### src/rtl/core/pqe_pkg.sv
// ----------------------------------------------------------------------------
// pqe_pkg
// Shared types and constants of the polyline quad expander: register map,
// field widths, saturation limits, controller states and the command and
// status groups between controller and datapath.
// ----------------------------------------------------------------------------
package pqe_pkg;

    // Configuration field widths and register map.
    localparam int LW_W    = 8;
    localparam int FR_W    = 14;
    localparam int H_W     = 13;
    localparam int PADDR_W = 4;
    localparam int PDATA_W = 32;

    localparam logic [1:0] REG_LINE_WIDTH   = 2'd0;
    localparam logic [1:0] REG_FRAME_WIDTH  = 2'd1;
    localparam logic [1:0] REG_FRAME_HEIGHT = 2'd2;

    localparam logic [LW_W-1:0] LINE_WIDTH_RST   = 8'd1;
    localparam logic [FR_W-1:0] FRAME_WIDTH_RST  = 14'd640;
    localparam logic [FR_W-1:0] FRAME_HEIGHT_RST = 14'd480;

    // Result format and divider sizes.
    localparam int OUT_W    = 18;
    localparam int N_CORNER = 8;
    localparam int OFFQ_W   = 25;
    localparam int NQ_W     = 18;
    localparam int NDEN_W   = 15;

    localparam logic signed [OUT_W-1:0] Q_MAX = 18'sd131071;
    localparam logic signed [OUT_W-1:0] Q_MIN = -18'sd131072;
    localparam logic [NQ_W-1:0] MAG_MAX_POS = 18'd131071;
    localparam logic [NQ_W-1:0] MAG_MAX_NEG = 18'd131072;

    typedef enum logic [3:0] {
        S_IDLE,
        S_SQ,
        S_SQRT,
        S_ODIV_GO,
        S_ODIV,
        S_PREP,
        S_NDIV_GO,
        S_NDIV,
        S_LOAD
    } t_state;

    typedef struct packed {
        logic accept;
        logic sq_load;
        logic sq_step;
        logic odiv_start;
        logic prep;
        logic ndiv_start;
        logic out_load;
    } t_cmd;

    typedef struct packed {
        logic seg_req;
        logic sq_last;
        logic odiv_done;
        logic ndiv_done;
        logic out_free;
    } t_sts;

endpackage

### src/rtl/core/pqe_div.sv
// ----------------------------------------------------------------------------
// pqe_div
// Restoring divider, one quotient bit per cycle. The quotient is known to fit
// in QW bits unless o_ovf is set, so only QW steps are run.
// ----------------------------------------------------------------------------
module pqe_div #(
    parameter int NW = 32,
    parameter int DW = 15,
    parameter int QW = 18
) (
    input  logic          i_clk,
    input  logic          i_rst_n,
    input  logic          i_start,
    input  logic [NW-1:0] i_num,
    input  logic [DW-1:0] i_den,
    output logic [QW-1:0] o_quo,
    output logic          o_ovf,
    output logic          o_done
);
    localparam int XW = (NW > DW) ? NW : DW;
    localparam int CW = $clog2(QW);

    logic [DW-1:0] r_rem;
    logic [DW-1:0] r_den;
    logic [QW-1:0] r_q;
    logic          r_ovf;
    logic          r_busy;
    logic          r_done;
    logic [CW-1:0] r_cnt;

    logic [XW-1:0] hi_x;
    logic [XW-1:0] den_x;
    logic [DW:0]   trial;
    logic [DW:0]   diff;
    logic          ge;

    assign hi_x  = XW'(i_num >> QW);
    assign den_x = XW'(i_den);
    assign trial = {r_rem, r_q[QW-1]};
    assign ge    = trial >= {1'b0, r_den};
    assign diff  = trial - {1'b0, r_den};

    always_ff @(posedge i_clk) begin
        if (!i_rst_n) begin
            r_busy <= 1'b0;
            r_done <= 1'b0;
            r_cnt  <= '0;
        end else begin
            r_done <= 1'b0;
            if (i_start) begin
                r_busy <= 1'b1;
                r_cnt  <= '0;
            end else if (r_busy) begin
                r_cnt <= r_cnt + 1'b1;
                if (r_cnt == CW'(QW - 1)) begin
                    r_busy <= 1'b0;
                    r_done <= 1'b1;
                end
            end
        end
    end

    // The low numerator bits shift out of the top of r_q while quotient bits
    // shift in at the bottom.
    always_ff @(posedge i_clk) begin
        if (i_start) begin
            r_rem <= hi_x[DW-1:0];
            r_q   <= i_num[QW-1:0];
            r_den <= i_den;
            r_ovf <= hi_x >= den_x;
        end else if (r_busy) begin
            r_rem <= ge ? diff[DW-1:0] : trial[DW-1:0];
            r_q   <= {r_q[QW-2:0], ge};
        end
    end

    assign o_quo  = r_q;
    assign o_ovf  = r_ovf;
    assign o_done = r_done;

endmodule

### src/rtl/core/pqe_ctrl.sv
// ----------------------------------------------------------------------------
// pqe_ctrl
// Sequencer of the quad expander: accepts a point and, when it closes a
// segment, walks the datapath through square root, offset division, corner
// setup, normalization and result load.
// ----------------------------------------------------------------------------
module pqe_ctrl (
    input  logic          i_clk,
    input  logic          i_rst_n,
    input  logic          i_in_valid,
    input  pqe_pkg::t_sts i_sts,
    output pqe_pkg::t_cmd o_cmd,
    output logic          o_in_stall
);
    import pqe_pkg::*;

    t_state r_state;
    t_state n_state;

    always_ff @(posedge i_clk) begin
        if (!i_rst_n) begin
            r_state <= S_IDLE;
        end else begin
            r_state <= n_state;
        end
    end

    always_comb begin
        n_state = r_state;
        unique case (r_state)
            S_IDLE: begin
                if (i_in_valid && i_sts.seg_req) begin
                    n_state = S_SQ;
                end
            end
            S_SQ:      n_state = S_SQRT;
            S_SQRT: begin
                if (i_sts.sq_last) begin
                    n_state = S_ODIV_GO;
                end
            end
            S_ODIV_GO: n_state = S_ODIV;
            S_ODIV: begin
                if (i_sts.odiv_done) begin
                    n_state = S_PREP;
                end
            end
            S_PREP:    n_state = S_NDIV_GO;
            S_NDIV_GO: n_state = S_NDIV;
            S_NDIV: begin
                if (i_sts.ndiv_done) begin
                    n_state = S_LOAD;
                end
            end
            S_LOAD: begin
                if (i_sts.out_free) begin
                    n_state = S_IDLE;
                end
            end
            default:   n_state = S_IDLE;
        endcase
    end

    always_comb begin
        o_cmd      = '0;
        o_in_stall = 1'b1;
        unique case (r_state)
            S_IDLE: begin
                o_in_stall   = 1'b0;
                o_cmd.accept = i_in_valid;
            end
            S_SQ:      o_cmd.sq_load    = 1'b1;
            S_SQRT:    o_cmd.sq_step    = 1'b1;
            S_ODIV_GO: o_cmd.odiv_start = 1'b1;
            S_ODIV:    o_cmd            = '0;
            S_PREP:    o_cmd.prep       = 1'b1;
            S_NDIV_GO: o_cmd.ndiv_start = 1'b1;
            S_NDIV:    o_cmd            = '0;
            S_LOAD:    o_cmd.out_load   = i_sts.out_free;
            default:   o_cmd            = '0;
        endcase
    end

endmodule

### src/rtl/core/pqe_dp.sv
// ----------------------------------------------------------------------------
// pqe_dp
// Datapath of the quad expander: previous point, segment deltas, bit-serial
// square root, two offset dividers, eight normalizing dividers with
// saturation, and the result register.
// ----------------------------------------------------------------------------
module pqe_dp #(
    parameter int COORD_BITS = 13
) (
    input  logic                                    i_clk,
    input  logic                                    i_rst_n,
    input  pqe_pkg::t_cmd                           i_cmd,
    output pqe_pkg::t_sts                           o_sts,
    input  logic [COORD_BITS-1:0]                   i_point_x,
    input  logic [COORD_BITS-1:0]                   i_point_y,
    input  logic                                    i_first_point,
    input  logic [pqe_pkg::LW_W-1:0]                i_line_width,
    input  logic [pqe_pkg::FR_W-1:0]                i_frame_width,
    input  logic [pqe_pkg::FR_W-1:0]                i_frame_height,
    input  logic                                    i_out_stall,
    output logic                                    o_out_valid,
    output logic [pqe_pkg::N_CORNER-1:0][pqe_pkg::OUT_W-1:0] o_corner,
    output logic                                    o_degenerate
);
    import pqe_pkg::*;

    localparam int C    = COORD_BITS;
    localparam int SW   = 2 * C + 1;
    localparam int SQW  = C + 16;
    localparam int RW   = 2 * SQW;
    localparam int SCW  = $clog2(SQW);
    localparam int PW   = LW_W + C;
    localparam int ONW  = PW + 32;
    localparam int MW   = (C > H_W) ? C : H_W;
    localparam int DFW  = MW + 18;
    localparam int NNW  = DFW + 1;

    // Point history and segment registers.
    logic [C-1:0] r_prev_x;
    logic [C-1:0] r_prev_y;
    logic         r_have_prev;
    logic [C-1:0] r_x0;
    logic [C-1:0] r_y0;
    logic [C-1:0] r_x1;
    logic [C-1:0] r_y1;
    logic [C-1:0] r_adx;
    logic [C-1:0] r_ady;
    logic         r_sx;
    logic         r_sy;
    logic         r_degen;
    logic [PW-1:0] r_prod_x;
    logic [PW-1:0] r_prod_y;

    // Square root unit.
    logic [RW-1:0]    r_rad;
    logic [SQW-1:0]   r_root;
    logic [SQW+1:0]   r_rem;
    logic [SCW-1:0]   r_sq_cnt;

    logic             r_out_valid;
    logic             r_out_degen;

    logic [C:0]       dxw;
    logic [C:0]       dyw;
    logic [C:0]       dxn;
    logic [C:0]       dyn;
    logic [2*C-1:0]   sqx;
    logic [2*C-1:0]   sqy;
    logic [SW-1:0]    ssum;
    logic [PW-1:0]    prod_x;
    logic [PW-1:0]    prod_y;
    logic [SQW+3:0]   rt;
    logic [SQW+3:0]   tr;
    logic [SQW+3:0]   rt_sub;
    logic             rt_ge;
    logic [ONW-1:0]   onum_x;
    logic [ONW-1:0]   onum_y;
    logic [OFFQ_W-1:0] oq_x;
    logic [OFFQ_W-1:0] oq_y;
    logic [OFFQ_W-1:0] ox_mag;
    logic [OFFQ_W-1:0] oy_mag;
    logic             odone_x;
    logic             odone_y;
    logic [H_W-1:0]   hx;
    logic [H_W-1:0]   hy;
    logic [N_CORNER-1:0] ndone;
    logic             out_free;

    assign dxw    = {1'b0, i_point_x} - {1'b0, r_prev_x};
    assign dyw    = {1'b0, i_point_y} - {1'b0, r_prev_y};
    assign dxn    = -dxw;
    assign dyn    = -dyw;
    assign sqx    = r_adx * r_adx;
    assign sqy    = r_ady * r_ady;
    assign ssum   = SW'(sqx) + SW'(sqy);
    assign prod_x = i_line_width * r_adx;
    assign prod_y = i_line_width * r_ady;

    always_ff @(posedge i_clk) begin
        if (!i_rst_n) begin
            r_prev_x    <= '0;
            r_prev_y    <= '0;
            r_have_prev <= 1'b0;
        end else if (i_cmd.accept) begin
            r_prev_x    <= i_point_x;
            r_prev_y    <= i_point_y;
            r_have_prev <= 1'b1;
        end
    end

    always_ff @(posedge i_clk) begin
        if (i_cmd.accept) begin
            r_x0  <= r_prev_x;
            r_y0  <= r_prev_y;
            r_x1  <= i_point_x;
            r_y1  <= i_point_y;
            r_sx  <= dxw[C];
            r_sy  <= dyw[C];
            r_adx <= dxw[C] ? dxn[C-1:0] : dxw[C-1:0];
            r_ady <= dyw[C] ? dyn[C-1:0] : dyw[C-1:0];
        end
        if (i_cmd.sq_load) begin
            r_degen  <= (ssum == '0);
            r_prod_x <= prod_x;
            r_prod_y <= prod_y;
        end
    end

    // Length in Q15: floor(sqrt(s * 2^30)), two radicand bits per step.
    assign rt     = {r_rem, r_rad[RW-1:RW-2]};
    assign tr     = {2'b00, r_root, 2'b01};
    assign rt_ge  = rt >= tr;
    assign rt_sub = rt - tr;

    always_ff @(posedge i_clk) begin
        if (!i_rst_n) begin
            r_sq_cnt <= '0;
        end else if (i_cmd.sq_load) begin
            r_sq_cnt <= '0;
        end else if (i_cmd.sq_step) begin
            r_sq_cnt <= r_sq_cnt + 1'b1;
        end
    end

    always_ff @(posedge i_clk) begin
        if (i_cmd.sq_load) begin
            r_rad  <= RW'(ssum) << 30;
            r_root <= '0;
            r_rem  <= '0;
        end else if (i_cmd.sq_step) begin
            r_rad  <= r_rad << 2;
            r_root <= {r_root[SQW-2:0], rt_ge};
            r_rem  <= rt_ge ? rt_sub[SQW+1:0] : rt[SQW+1:0];
        end
    end

    // Offsets r*|delta|*2^31/dq, rounded to nearest; r*sin uses dy, r*cos dx.
    assign onum_x = (ONW'(r_prod_x) << 31) + ONW'(r_root >> 1);
    assign onum_y = (ONW'(r_prod_y) << 31) + ONW'(r_root >> 1);

    pqe_div #(
        .NW(ONW),
        .DW(SQW),
        .QW(OFFQ_W)
    ) u_odiv_x (
        .i_clk  (i_clk),
        .i_rst_n(i_rst_n),
        .i_start(i_cmd.odiv_start),
        .i_num  (onum_x),
        .i_den  (r_root),
        .o_quo  (oq_x),
        .o_ovf  (),
        .o_done (odone_x)
    );

    pqe_div #(
        .NW(ONW),
        .DW(SQW),
        .QW(OFFQ_W)
    ) u_odiv_y (
        .i_clk  (i_clk),
        .i_rst_n(i_rst_n),
        .i_start(i_cmd.odiv_start),
        .i_num  (onum_y),
        .i_den  (r_root),
        .o_quo  (oq_y),
        .o_ovf  (),
        .o_done (odone_y)
    );

    // A zero-length segment leaves the dividers with a zero divisor.
    assign ox_mag = r_degen ? '0 : oq_y;
    assign oy_mag = r_degen ? '0 : oq_x;

    assign hx = (i_frame_width[FR_W-1:1] == '0) ? H_W'(1) : i_frame_width[FR_W-1:1];
    assign hy = (i_frame_height[FR_W-1:1] == '0) ? H_W'(1) : i_frame_height[FR_W-1:1];

    // Corner order: start left, start right, end left, end right; x then y.
    // The normalized magnitude is floor((|v - h*2^16| + 2h) / 4h).
    for (genvar gk = 0; gk < N_CORNER; gk++) begin : g_corner
        localparam bit IS_Y   = (gk % 2) == 1;
        localparam bit IS_END = gk >= 4;
        localparam bit C_NEG  = ((gk % 4) == 0) || ((gk % 4) == 3);

        logic [C-1:0]           p;
        logic [H_W-1:0]         h;
        logic [OFFQ_W-1:0]      om;
        logic                   osub;
        logic signed [DFW-1:0]  base;
        logic signed [DFW-1:0]  offs;
        logic signed [DFW-1:0]  diff;
        logic signed [DFW-1:0]  diff_n;
        logic [DFW-1:0]         amag;
        logic [NNW-1:0]         nnum;
        logic [NNW-1:0]         r_nnum;
        logic                   r_neg;
        logic [NQ_W-1:0]        q;
        logic                   ovf;
        logic [OUT_W-1:0]       sat;
        logic [OUT_W-1:0]       r_out;

        assign p    = IS_END ? (IS_Y ? r_y1 : r_x1) : (IS_Y ? r_y0 : r_x0);
        assign h    = IS_Y ? hy : hx;
        assign om   = IS_Y ? oy_mag : ox_mag;
        assign osub = (IS_Y ? r_sx : r_sy) ^ C_NEG;

        assign base   = ($signed(DFW'(p)) - $signed(DFW'(h))) <<< 16;
        assign offs   = $signed(DFW'(om));
        assign diff   = osub ? (base - offs) : (base + offs);
        assign diff_n = -diff;
        assign amag   = diff[DFW-1] ? diff_n : diff;
        assign nnum   = NNW'(amag) + NNW'({h, 1'b0});

        always_ff @(posedge i_clk) begin
            if (i_cmd.prep) begin
                r_nnum <= nnum;
                r_neg  <= diff[DFW-1];
            end
        end

        pqe_div #(
            .NW(NNW),
            .DW(NDEN_W),
            .QW(NQ_W)
        ) u_ndiv (
            .i_clk  (i_clk),
            .i_rst_n(i_rst_n),
            .i_start(i_cmd.ndiv_start),
            .i_num  (r_nnum),
            .i_den  ({h, 2'b00}),
            .o_quo  (q),
            .o_ovf  (ovf),
            .o_done (ndone[gk])
        );

        always_comb begin
            if (r_neg) begin
                sat = (ovf || (q > MAG_MAX_NEG)) ? Q_MIN : OUT_W'(18'd0 - q);
            end else begin
                sat = (ovf || (q > MAG_MAX_POS)) ? Q_MAX : OUT_W'(q);
            end
        end

        always_ff @(posedge i_clk) begin
            if (i_cmd.out_load) begin
                r_out <= sat;
            end
        end

        assign o_corner[gk] = r_out;
    end

    assign out_free = !r_out_valid || !i_out_stall;

    always_ff @(posedge i_clk) begin
        if (!i_rst_n) begin
            r_out_valid <= 1'b0;
        end else if (i_cmd.out_load) begin
            r_out_valid <= 1'b1;
        end else if (!i_out_stall) begin
            r_out_valid <= 1'b0;
        end
    end

    always_ff @(posedge i_clk) begin
        if (i_cmd.out_load) begin
            r_out_degen <= r_degen;
        end
    end

    assign o_sts.seg_req   = !i_first_point && r_have_prev;
    assign o_sts.sq_last   = r_sq_cnt == SCW'(SQW - 1);
    assign o_sts.odiv_done = odone_x && odone_y;
    assign o_sts.ndiv_done = &ndone;
    assign o_sts.out_free  = out_free;

    assign o_out_valid  = r_out_valid;
    assign o_degenerate = r_out_degen;

endmodule

### src/rtl/core/polyline_quad_expander_top.sv
// ----------------------------------------------------------------------------
// polyline_quad_expander_top
// Expands each segment of a polyline into the four corners of a thick-line
// quad, normalized to the frame and given in signed Q3.14.
//
// Points enter on the input channel (i_in_valid / o_in_stall), one per beat.
// A beat with i_first_point set, or the first beat after reset, only stores
// the point and frees the input in the next cycle. Any other point closes a
// segment: the input stays stalled while the bit-serial square root
// (COORD_BITS + 16 steps), the 25-step offset dividers and the 18-step
// normalizing dividers run. The result then sits in an output register
// with o_out_valid high until a beat with i_out_stall low takes it; the
// next point is accepted while it waits, and only the final load waits
// for the output register to drain. Reset clears the point history and
// the output valid and restores the registers to line width 1 and a 640
// by 480 frame. The user must write registers over the APB port only
// while the block is idle; the block itself does not enforce it.
// ----------------------------------------------------------------------------
module polyline_quad_expander_top #(
    parameter int COORD_BITS = 13
) (
    input  logic                                  i_clk,
    input  logic                                  i_rst_n,
    input  logic                                  psel,
    input  logic                                  penable,
    input  logic                                  pwrite,
    input  logic [pqe_pkg::PADDR_W-1:0]           paddr,
    input  logic [pqe_pkg::PDATA_W-1:0]           pwdata,
    output logic [pqe_pkg::PDATA_W-1:0]           prdata,
    output logic                                  pready,
    input  logic                                  i_in_valid,
    output logic                                  o_in_stall,
    input  logic [COORD_BITS-1:0]                 i_point_x,
    input  logic [COORD_BITS-1:0]                 i_point_y,
    input  logic                                  i_first_point,
    output logic                                  o_out_valid,
    input  logic                                  i_out_stall,
    output logic signed [pqe_pkg::OUT_W-1:0]      o_start_left_x,
    output logic signed [pqe_pkg::OUT_W-1:0]      o_start_left_y,
    output logic signed [pqe_pkg::OUT_W-1:0]      o_start_right_x,
    output logic signed [pqe_pkg::OUT_W-1:0]      o_start_right_y,
    output logic signed [pqe_pkg::OUT_W-1:0]      o_end_left_x,
    output logic signed [pqe_pkg::OUT_W-1:0]      o_end_left_y,
    output logic signed [pqe_pkg::OUT_W-1:0]      o_end_right_x,
    output logic signed [pqe_pkg::OUT_W-1:0]      o_end_right_y,
    output logic                                  o_degenerate
);
    import pqe_pkg::*;

    logic [LW_W-1:0] r_line_width;
    logic [FR_W-1:0] r_frame_width;
    logic [FR_W-1:0] r_frame_height;
    logic            wr_en;
    logic [1:0]      reg_idx;
    t_cmd            cmd;
    t_sts            sts;
    logic [N_CORNER-1:0][OUT_W-1:0] corner;

    assign pready  = 1'b1;
    assign wr_en   = psel && penable && pwrite && pready;
    assign reg_idx = paddr[PADDR_W-1:2];

    always_ff @(posedge i_clk) begin
        if (!i_rst_n) begin
            r_line_width   <= LINE_WIDTH_RST;
            r_frame_width  <= FRAME_WIDTH_RST;
            r_frame_height <= FRAME_HEIGHT_RST;
        end else if (wr_en) begin
            unique case (reg_idx)
                REG_LINE_WIDTH:   r_line_width   <= pwdata[LW_W-1:0];
                REG_FRAME_WIDTH:  r_frame_width  <= pwdata[FR_W-1:0];
                REG_FRAME_HEIGHT: r_frame_height <= pwdata[FR_W-1:0];
                default: begin
                end
            endcase
        end
    end

    always_comb begin
        unique case (reg_idx)
            REG_LINE_WIDTH:   prdata = PDATA_W'(r_line_width);
            REG_FRAME_WIDTH:  prdata = PDATA_W'(r_frame_width);
            REG_FRAME_HEIGHT: prdata = PDATA_W'(r_frame_height);
            default:          prdata = '0;
        endcase
    end

    pqe_ctrl u_ctrl (
        .i_clk     (i_clk),
        .i_rst_n   (i_rst_n),
        .i_in_valid(i_in_valid),
        .i_sts     (sts),
        .o_cmd     (cmd),
        .o_in_stall(o_in_stall)
    );

    pqe_dp #(
        .COORD_BITS(COORD_BITS)
    ) u_dp (
        .i_clk         (i_clk),
        .i_rst_n       (i_rst_n),
        .i_cmd         (cmd),
        .o_sts         (sts),
        .i_point_x     (i_point_x),
        .i_point_y     (i_point_y),
        .i_first_point (i_first_point),
        .i_line_width  (r_line_width),
        .i_frame_width (r_frame_width),
        .i_frame_height(r_frame_height),
        .i_out_stall   (i_out_stall),
        .o_out_valid   (o_out_valid),
        .o_corner      (corner),
        .o_degenerate  (o_degenerate)
    );

    assign o_start_left_x  = $signed(corner[0]);
    assign o_start_left_y  = $signed(corner[1]);
    assign o_start_right_x = $signed(corner[2]);
    assign o_start_right_y = $signed(corner[3]);
    assign o_end_left_x    = $signed(corner[4]);
    assign o_end_left_y    = $signed(corner[5]);
    assign o_end_right_x   = $signed(corner[6]);
    assign o_end_right_y   = $signed(corner[7]);

endmodule

### config.mk
export PLATFORM = sky130hd
export DESIGN_NAME = polyline_quad_expander_top
export DESIGN_NICKNAME = d
export VERILOG_FILES = /design/src/rtl/core/pqe_pkg.sv /design/src/rtl/core/pqe_div.sv /design/src/rtl/core/pqe_ctrl.sv /design/src/rtl/core/pqe_dp.sv /design/src/rtl/core/polyline_quad_expander_top.sv
export SDC_FILE = /design/constraint.sdc
export NUM_CORES = 2
export LEC_CHECK = 0
export BUFFER_PORTS_ARGS = -buffer_cell sky130_fd_sc_hd__clkbuf_2
export CAP_MARGIN = 10
export CORE_ASPECT_RATIO = 0.7
export CORE_UTILIZATION = 43
export DETAILED_ROUTE_END_ITERATION = 7
export SYNTH_ARGS = -nofsm -noshare
export SYNTH_HDL_FRONTEND = slang
export SYNTH_HIERARCHICAL = 1
export SYNTH_SLANG_ARGS = --single-unit
### constraint.sdc
create_clock -name i_clk -period 50 [get_ports i_clk]
set_clock_uncertainty 0.05 [all_clocks]
set_input_delay 2.5 -clock i_clk [delete_from_list [all_inputs] [get_ports i_clk]]
set_output_delay 2.5 -clock i_clk [all_outputs]
set_load 0.02 [all_outputs]
### Word level (Yosys, flattened, before mapping)

Cells that the tools add are included.

| operators by class | value |
|---|---|
| add/sub/neg operators | 65 |
| $mul | 4 |
| $lt $le $gt $ge | 35 |
| eq/ne operators | 27 |
| mux-type cells | 156 |
| bitwise operators | 11 |
| reduce and logical (&&, ||, !) cells | 59 |

Operator list:

| cell | number |
|---|---|
| 2-to-1 mux 18 bit | 40 |
| 2-to-1 mux 31 bit | 17 |
| adder 31 x 14 -> 32 bit | 8 |
| negator 31 bit | 8 |
| 2-to-1 mux 14 bit | 16 |
| 2-to-1 mux 25 bit | 6 |
| greater-than comparator 18 x 17 -> 1 bit, second input constant | 8 |
| greater-than comparator 18 bit, second input constant | 8 |
| subtractor 1 x 18 -> 18 bit, first input constant | 8 |
| >= comparator 16 x 15 -> 1 bit | 8 |
| adder 31 x 26 -> 31 bit | 4 |
| subtractor 31 x 26 -> 31 bit | 4 |
| >= comparator 14 x 15 -> 1 bit | 8 |
| 2-to-1 mux 15 bit | 8 |
| subtractor 15 bit | 8 |
| 2-to-1 mux 57 bit | 2 |
| 2-to-1 mux 28 bit | 4 |
| adder 52 x 28 -> 53 bit | 2 |
| subtractor 13 x 13 -> 14 bit | 6 |
| >= comparator 30 x 29 -> 1 bit | 2 |
| 2-to-1 mux 29 bit | 2 |
| subtractor 29 bit | 2 |
| adder 5 x 1 -> 5 bit, second input constant | 11 |
| == test 5 bit, second input constant | 11 |
| other kinds (33) | 156 |

| word-level totals | value |
|---|---|
| bits in registers | 1198 |
| output and inout bits | 180 |
| logic and storage cells | 477 |

### Logic depth before layout (Yosys ltp)

| logic depth | value |
|---|---|
| word-level depth | 8 |
| depth in mapped cells | 42 |

### By module

The synthesis kept the hierarchy.

By module, submodules not included:

| module | instances | cells an instance | area each (µm²) | sequential area each (µm²) |
|---|---|---|---|---|
| pqe_dp | 1 | 7680 | 67873.8 | 18487.7 |
| pqe_div (u_dp.g_corner[0].u_ndiv ...) | 8 | 319 | 3494.6 | 1601.5 |
| pqe_div (u_dp.u_odiv_x ...) | 2 | 621 | 6222.2 | 2652.5 |
| polyline_quad_expander_top | 1 | 205 | 1818.0 | 720.7 |
| pqe_ctrl | 1 | 41 | 305.3 | 80.1 |

### Worst setup path before layout

No wires, ideal clock.

| timing path | value |
|---|---|
| path kind | register to register |
| from | register u_ctrl.r_state[0] |
| to | register u_dp.g_corner[0].r_neg (enable) |
| arrival | 19.192 ns |
| slack | 29.512 ns |
| stages on the path, launching flop included | 4 |
| path buffers | 1 |
| clock period less this slack | 20.488 ns |
| cell sequence | dfxtp_1 -> buf_4 -> nand2b_1 -> nor3b_1 |

RTL lines:

| item | RTL line | source |
|---|---|---|
| start, declared | pqe_ctrl.sv:17 | `t_state r_state;` |
| start signal, assigned | pqe_ctrl.sv:24 | `r_state <= n_state;` |
| end signal, assigned | pqe_dp.sv:237 | `r_neg <= diff[DFW-1];` |
| end, declared | pqe_dp.sv:216 | `logic r_neg;` |

### Final worst setup path

| timing path | value |
|---|---|
| from | register r_frame_height[4] |
| to | register u_dp.g_corner[1].r_nnum[24] (data pin) |

| on the way | value |
|---|---|
| word-level cells in the longest chain between the ends | 8 |
| elaborated cells between the ends (all ways) | 9 |
| classes of those cells | 5 x add/sub; 3 x mux; 1 x reduce/logical |

Ends and longest elaborated chain:

| item | RTL line | source |
|---|---|---|
| start, declared | polyline_quad_expander_top.sv:52 | `logic [FR_W-1:0] r_frame_height;` |
| start signal, assigned | polyline_quad_expander_top.sv:72 | `REG_FRAME_HEIGHT: r_frame_height <= pwdata[FR_W-1:0];` |
| logical NOT 13 bit (*) | pqe_dp.sv:196 | `assign hy = (i_frame_height[FR_W-1:1] == '0) ? H_W'(1) : i_frame_height[FR_W-1:1];` |
| 2-to-1 mux 13 bit (*) | pqe_dp.sv:196 |  |
| net u_dp.g_corner[1].h[0] | pqe_dp.sv:206 | `logic [H_W-1:0] h;` |
| subtractor 13 x 13 -> 14 bit | pqe_dp.sv:227 | `assign base = ($signed(DFW'(p)) - $signed(DFW'(h))) <<< 16;` |
| adder 31 x 26 -> 31 bit / subtractor 31 x 26 -> 31 bit (equally long branches) | pqe_dp.sv:229 | `assign diff = osub ? (base - offs) : (base + offs);` |
| 2-to-1 mux 31 bit | pqe_dp.sv:229 |  |
| negator 31 bit | pqe_dp.sv:230 | `assign diff_n = -diff;` |
| 2-to-1 mux 31 bit | pqe_dp.sv:231 | `assign amag = diff[DFW-1] ? diff_n : diff;` |
| adder 31 x 14 -> 32 bit (*) | pqe_dp.sv:232 | `assign nnum = NNW'(amag) + NNW'({h, 1'b0});` |
| net u_dp.g_corner[1].nnum[24] | pqe_dp.sv:214 | `logic [NNW-1:0] nnum;` |
| end signal, assigned | pqe_dp.sv:236 | `r_nnum <= nnum;` |
| end, declared | pqe_dp.sv:215 | `logic [NNW-1:0] r_nnum;` |

The timed path passes the listed nets; every way through them passes the cells marked *.
A chain may end at the register's enable or synchronous reset.

==> flow_summary.ini <==
[outcome]
status = complete, no violations

[clock_network]
post-cts-setup-buffer-count = 0
clock_latency_ps = 830
cts_tree = done
cts_made_buffers = 148
cts_sinks = 1315
h-tree-depth = 4
cts_buffer_depth = 4
clkTransAtPathRegs_ps = 70
cts_root_buf = clkbuf_16
postCtsResizedCells = 0
postCtsHoldBufs = 0

[floorplanning]
die_h_um = 423
io_pins = 250
die_area_mm2 = 0.255
initial_core_util = 0.433
core_mm2 = 0.252
rows = 154
die_w_um = 604

[pwr]
ir_drop_uv = 668
fin_total_pwr_mw = 8.90
p_per_area_mw_per_mm2 = 75.4
p_leak_nw = 48.0

[timing]
finalCriticalPeriod_ps = 11460
rsz0062_at_grt = no
final.setup.worst_slack_ps = 38540
min_period_over_period = 0.229
maxSlewViolCount = 0
max_freq_mhz = 87.3
tns_ps = 0
worst_pin_slew_ps = 1320
hold_violations = 0
setup_viol = 0
relSlewSlack = 0.107

[critical_path]
end_kind = flip-flop
cp_slowest_cell = a31o_2
critPathMaxFanout = 30
max_stage_delay_ps = 890
cp.arrival_ps = 11980
required_ps = 50520
path_class = reg -> reg
startpoint_type = flip-flop

[placed_design]
dp_slack_ps = 38780
finalWeightedCongestion = 0.978
dpl.hpwl_mm = 252
port_buffers = 210

[routing]
drt_wl_total_mm = 337
wl_per_cell_um = 22.4
drc = 0
vias_per_cell = 5.80
final_antenna_net_count = 0
drt_pass1_iterations = 6
num_vias = 87400
drt-initial-drc-count = 9826

[global_routing]
grt_pass1_vias = 82200
track_usage = 0.256
grt_overflow = 0
grt_max_degree = 161
grt_pass1_wl_mm = 506
antenna_found_initial = 28

[yosys]
syn_inst = 11500
ys_warn_count = 6
synth_area_per_cell_um2 = 9.45
synth_area_mm2 = 0.109

[layout]
area_growth_pct = 8.36
seq_area_mm2 = 0.0373
n_fill_cell = 23700
multi_input_area_mm2 = 0.0648
final_nets = 12900
drive_gt1_frac = 0.0874

[flow_run]
maxCapViolCount = 0

[hold_path]
hp-class = reg -> reg
==> metal layers <==
layer,GRT usage,wire (µm),vias up
met5,0,0,-
met2,0.363,136000,3290
met3,0.0435,28400,444
met4,0.0729,10300,0
li1,-,-,40800
met1,0.396,162000,42900
==> area by class of cell <==
class	count	share of cell area
Antenna cell	7	0.000148
Clock buffer	193	0.0346
Clock inverter	67	0.00493
Inverter	1303	0.0414
Multi-Input combinational cell	8487	0.549
Sequential cell	1315	0.316
Tap cell	3354	0.0356
Timing Repair Buffer	336	0.0174
==> state kept, by name (all words and copies together) (netlist names), 14 cells and up <==
name and count:
r_frame_height 14, r_frame_width 14, u_dp/g_corner.p 52, u_dp/g_corner.r_nnum 250
u_dp/g_corner.r_out 144, u_dp/g_corner.u_ndiv/o_quo 144, u_dp/g_corner.u_ndiv/r_cnt 40, u_dp/g_corner.u_ndiv/r_den 120
u_dp/g_corner.u_ndiv/r_rem 120, u_dp/r_prod_x 21, u_dp/r_prod_y 21, u_dp/r_rad 28
u_dp/r_rem 31, u_dp/r_root 29, u_dp/u_odiv_x/o_quo 25, u_dp/u_odiv_x/r_den 29
u_dp/u_odiv_x/r_rem 29, u_dp/u_odiv_y/o_quo 25, u_dp/u_odiv_y/r_den 29, u_dp/u_odiv_y/r_rem 29
==> placed cells by master (no fill, tap or decap), types with 114 or more instances in the layout <==
cell type,instances
inv_1,1291
edfxtp_1,1101
nand2_1,878
nor2_1,855
ha_1,819
a21oi_1,668
xnor2_1,580
o21ai_0,420
fa_1,409
a21o_1,268
xor2_1,242
mux2_2,237
nor3_1,231
and2_1,222
dfxtp_1,214
clkbuf_2,211
or3_1,208
mux2i_1,193
clkbuf_16,153
nand3_1,149
nor2b_1,147
a31oi_1,136
nand2b_1,120
buf_4,120
a211oi_1,114
==> critical path: cells and delay by family, from the launching register on <==
family	cells	cell delay [ps]
fa+ha+maj	4	1350
compound gates	17	5820
flops	1	350
buf+inv	4	1250
simple gates	7	2080
xor+xnor	2	300
==> where the power goes <==
group	internal [mW]	switching (mW)	leakage, nW
combinational	2.74	3.78	33.8
sequential	1.26	0.0319	11.9
clock	0.614	0.469	2.29
total	4.62	4.28	48.0
==> through the flow <==
stage	instance area [µm²]	hold WS, ps	cells	utilization
after floorplan	109000	379	11600	-
after global placement	113000	392	14800	0.450
after detailed placement	113000	389	14800	0.450
after CTS	118000	409	15100	0.469
after global routing	118000	424	15100	0.469
final	118000	408	15100	0.469
==> worst paths after layout <==
| path | slack, ps | depth (start not counted) | to | from |
|---|---|---|---|---|
| hold / removal | 410 | 0 | u_dp/g_corner[0].p[8] | u_dp/r_prev_x[8] |
| setup / recovery | 38540 | 34 | u_dp/g_corner[1].r_nnum[24] | r_frame_height[4] |
| setup reg to reg | 38540 | 34 | u_dp/g_corner[1].r_nnum[24] | r_frame_height[4] |
| hold reg to reg | 410 | 0 | u_dp/g_corner[0].p[8] | u_dp/r_prev_x[8] |
(Power assumes the default switching activity.)
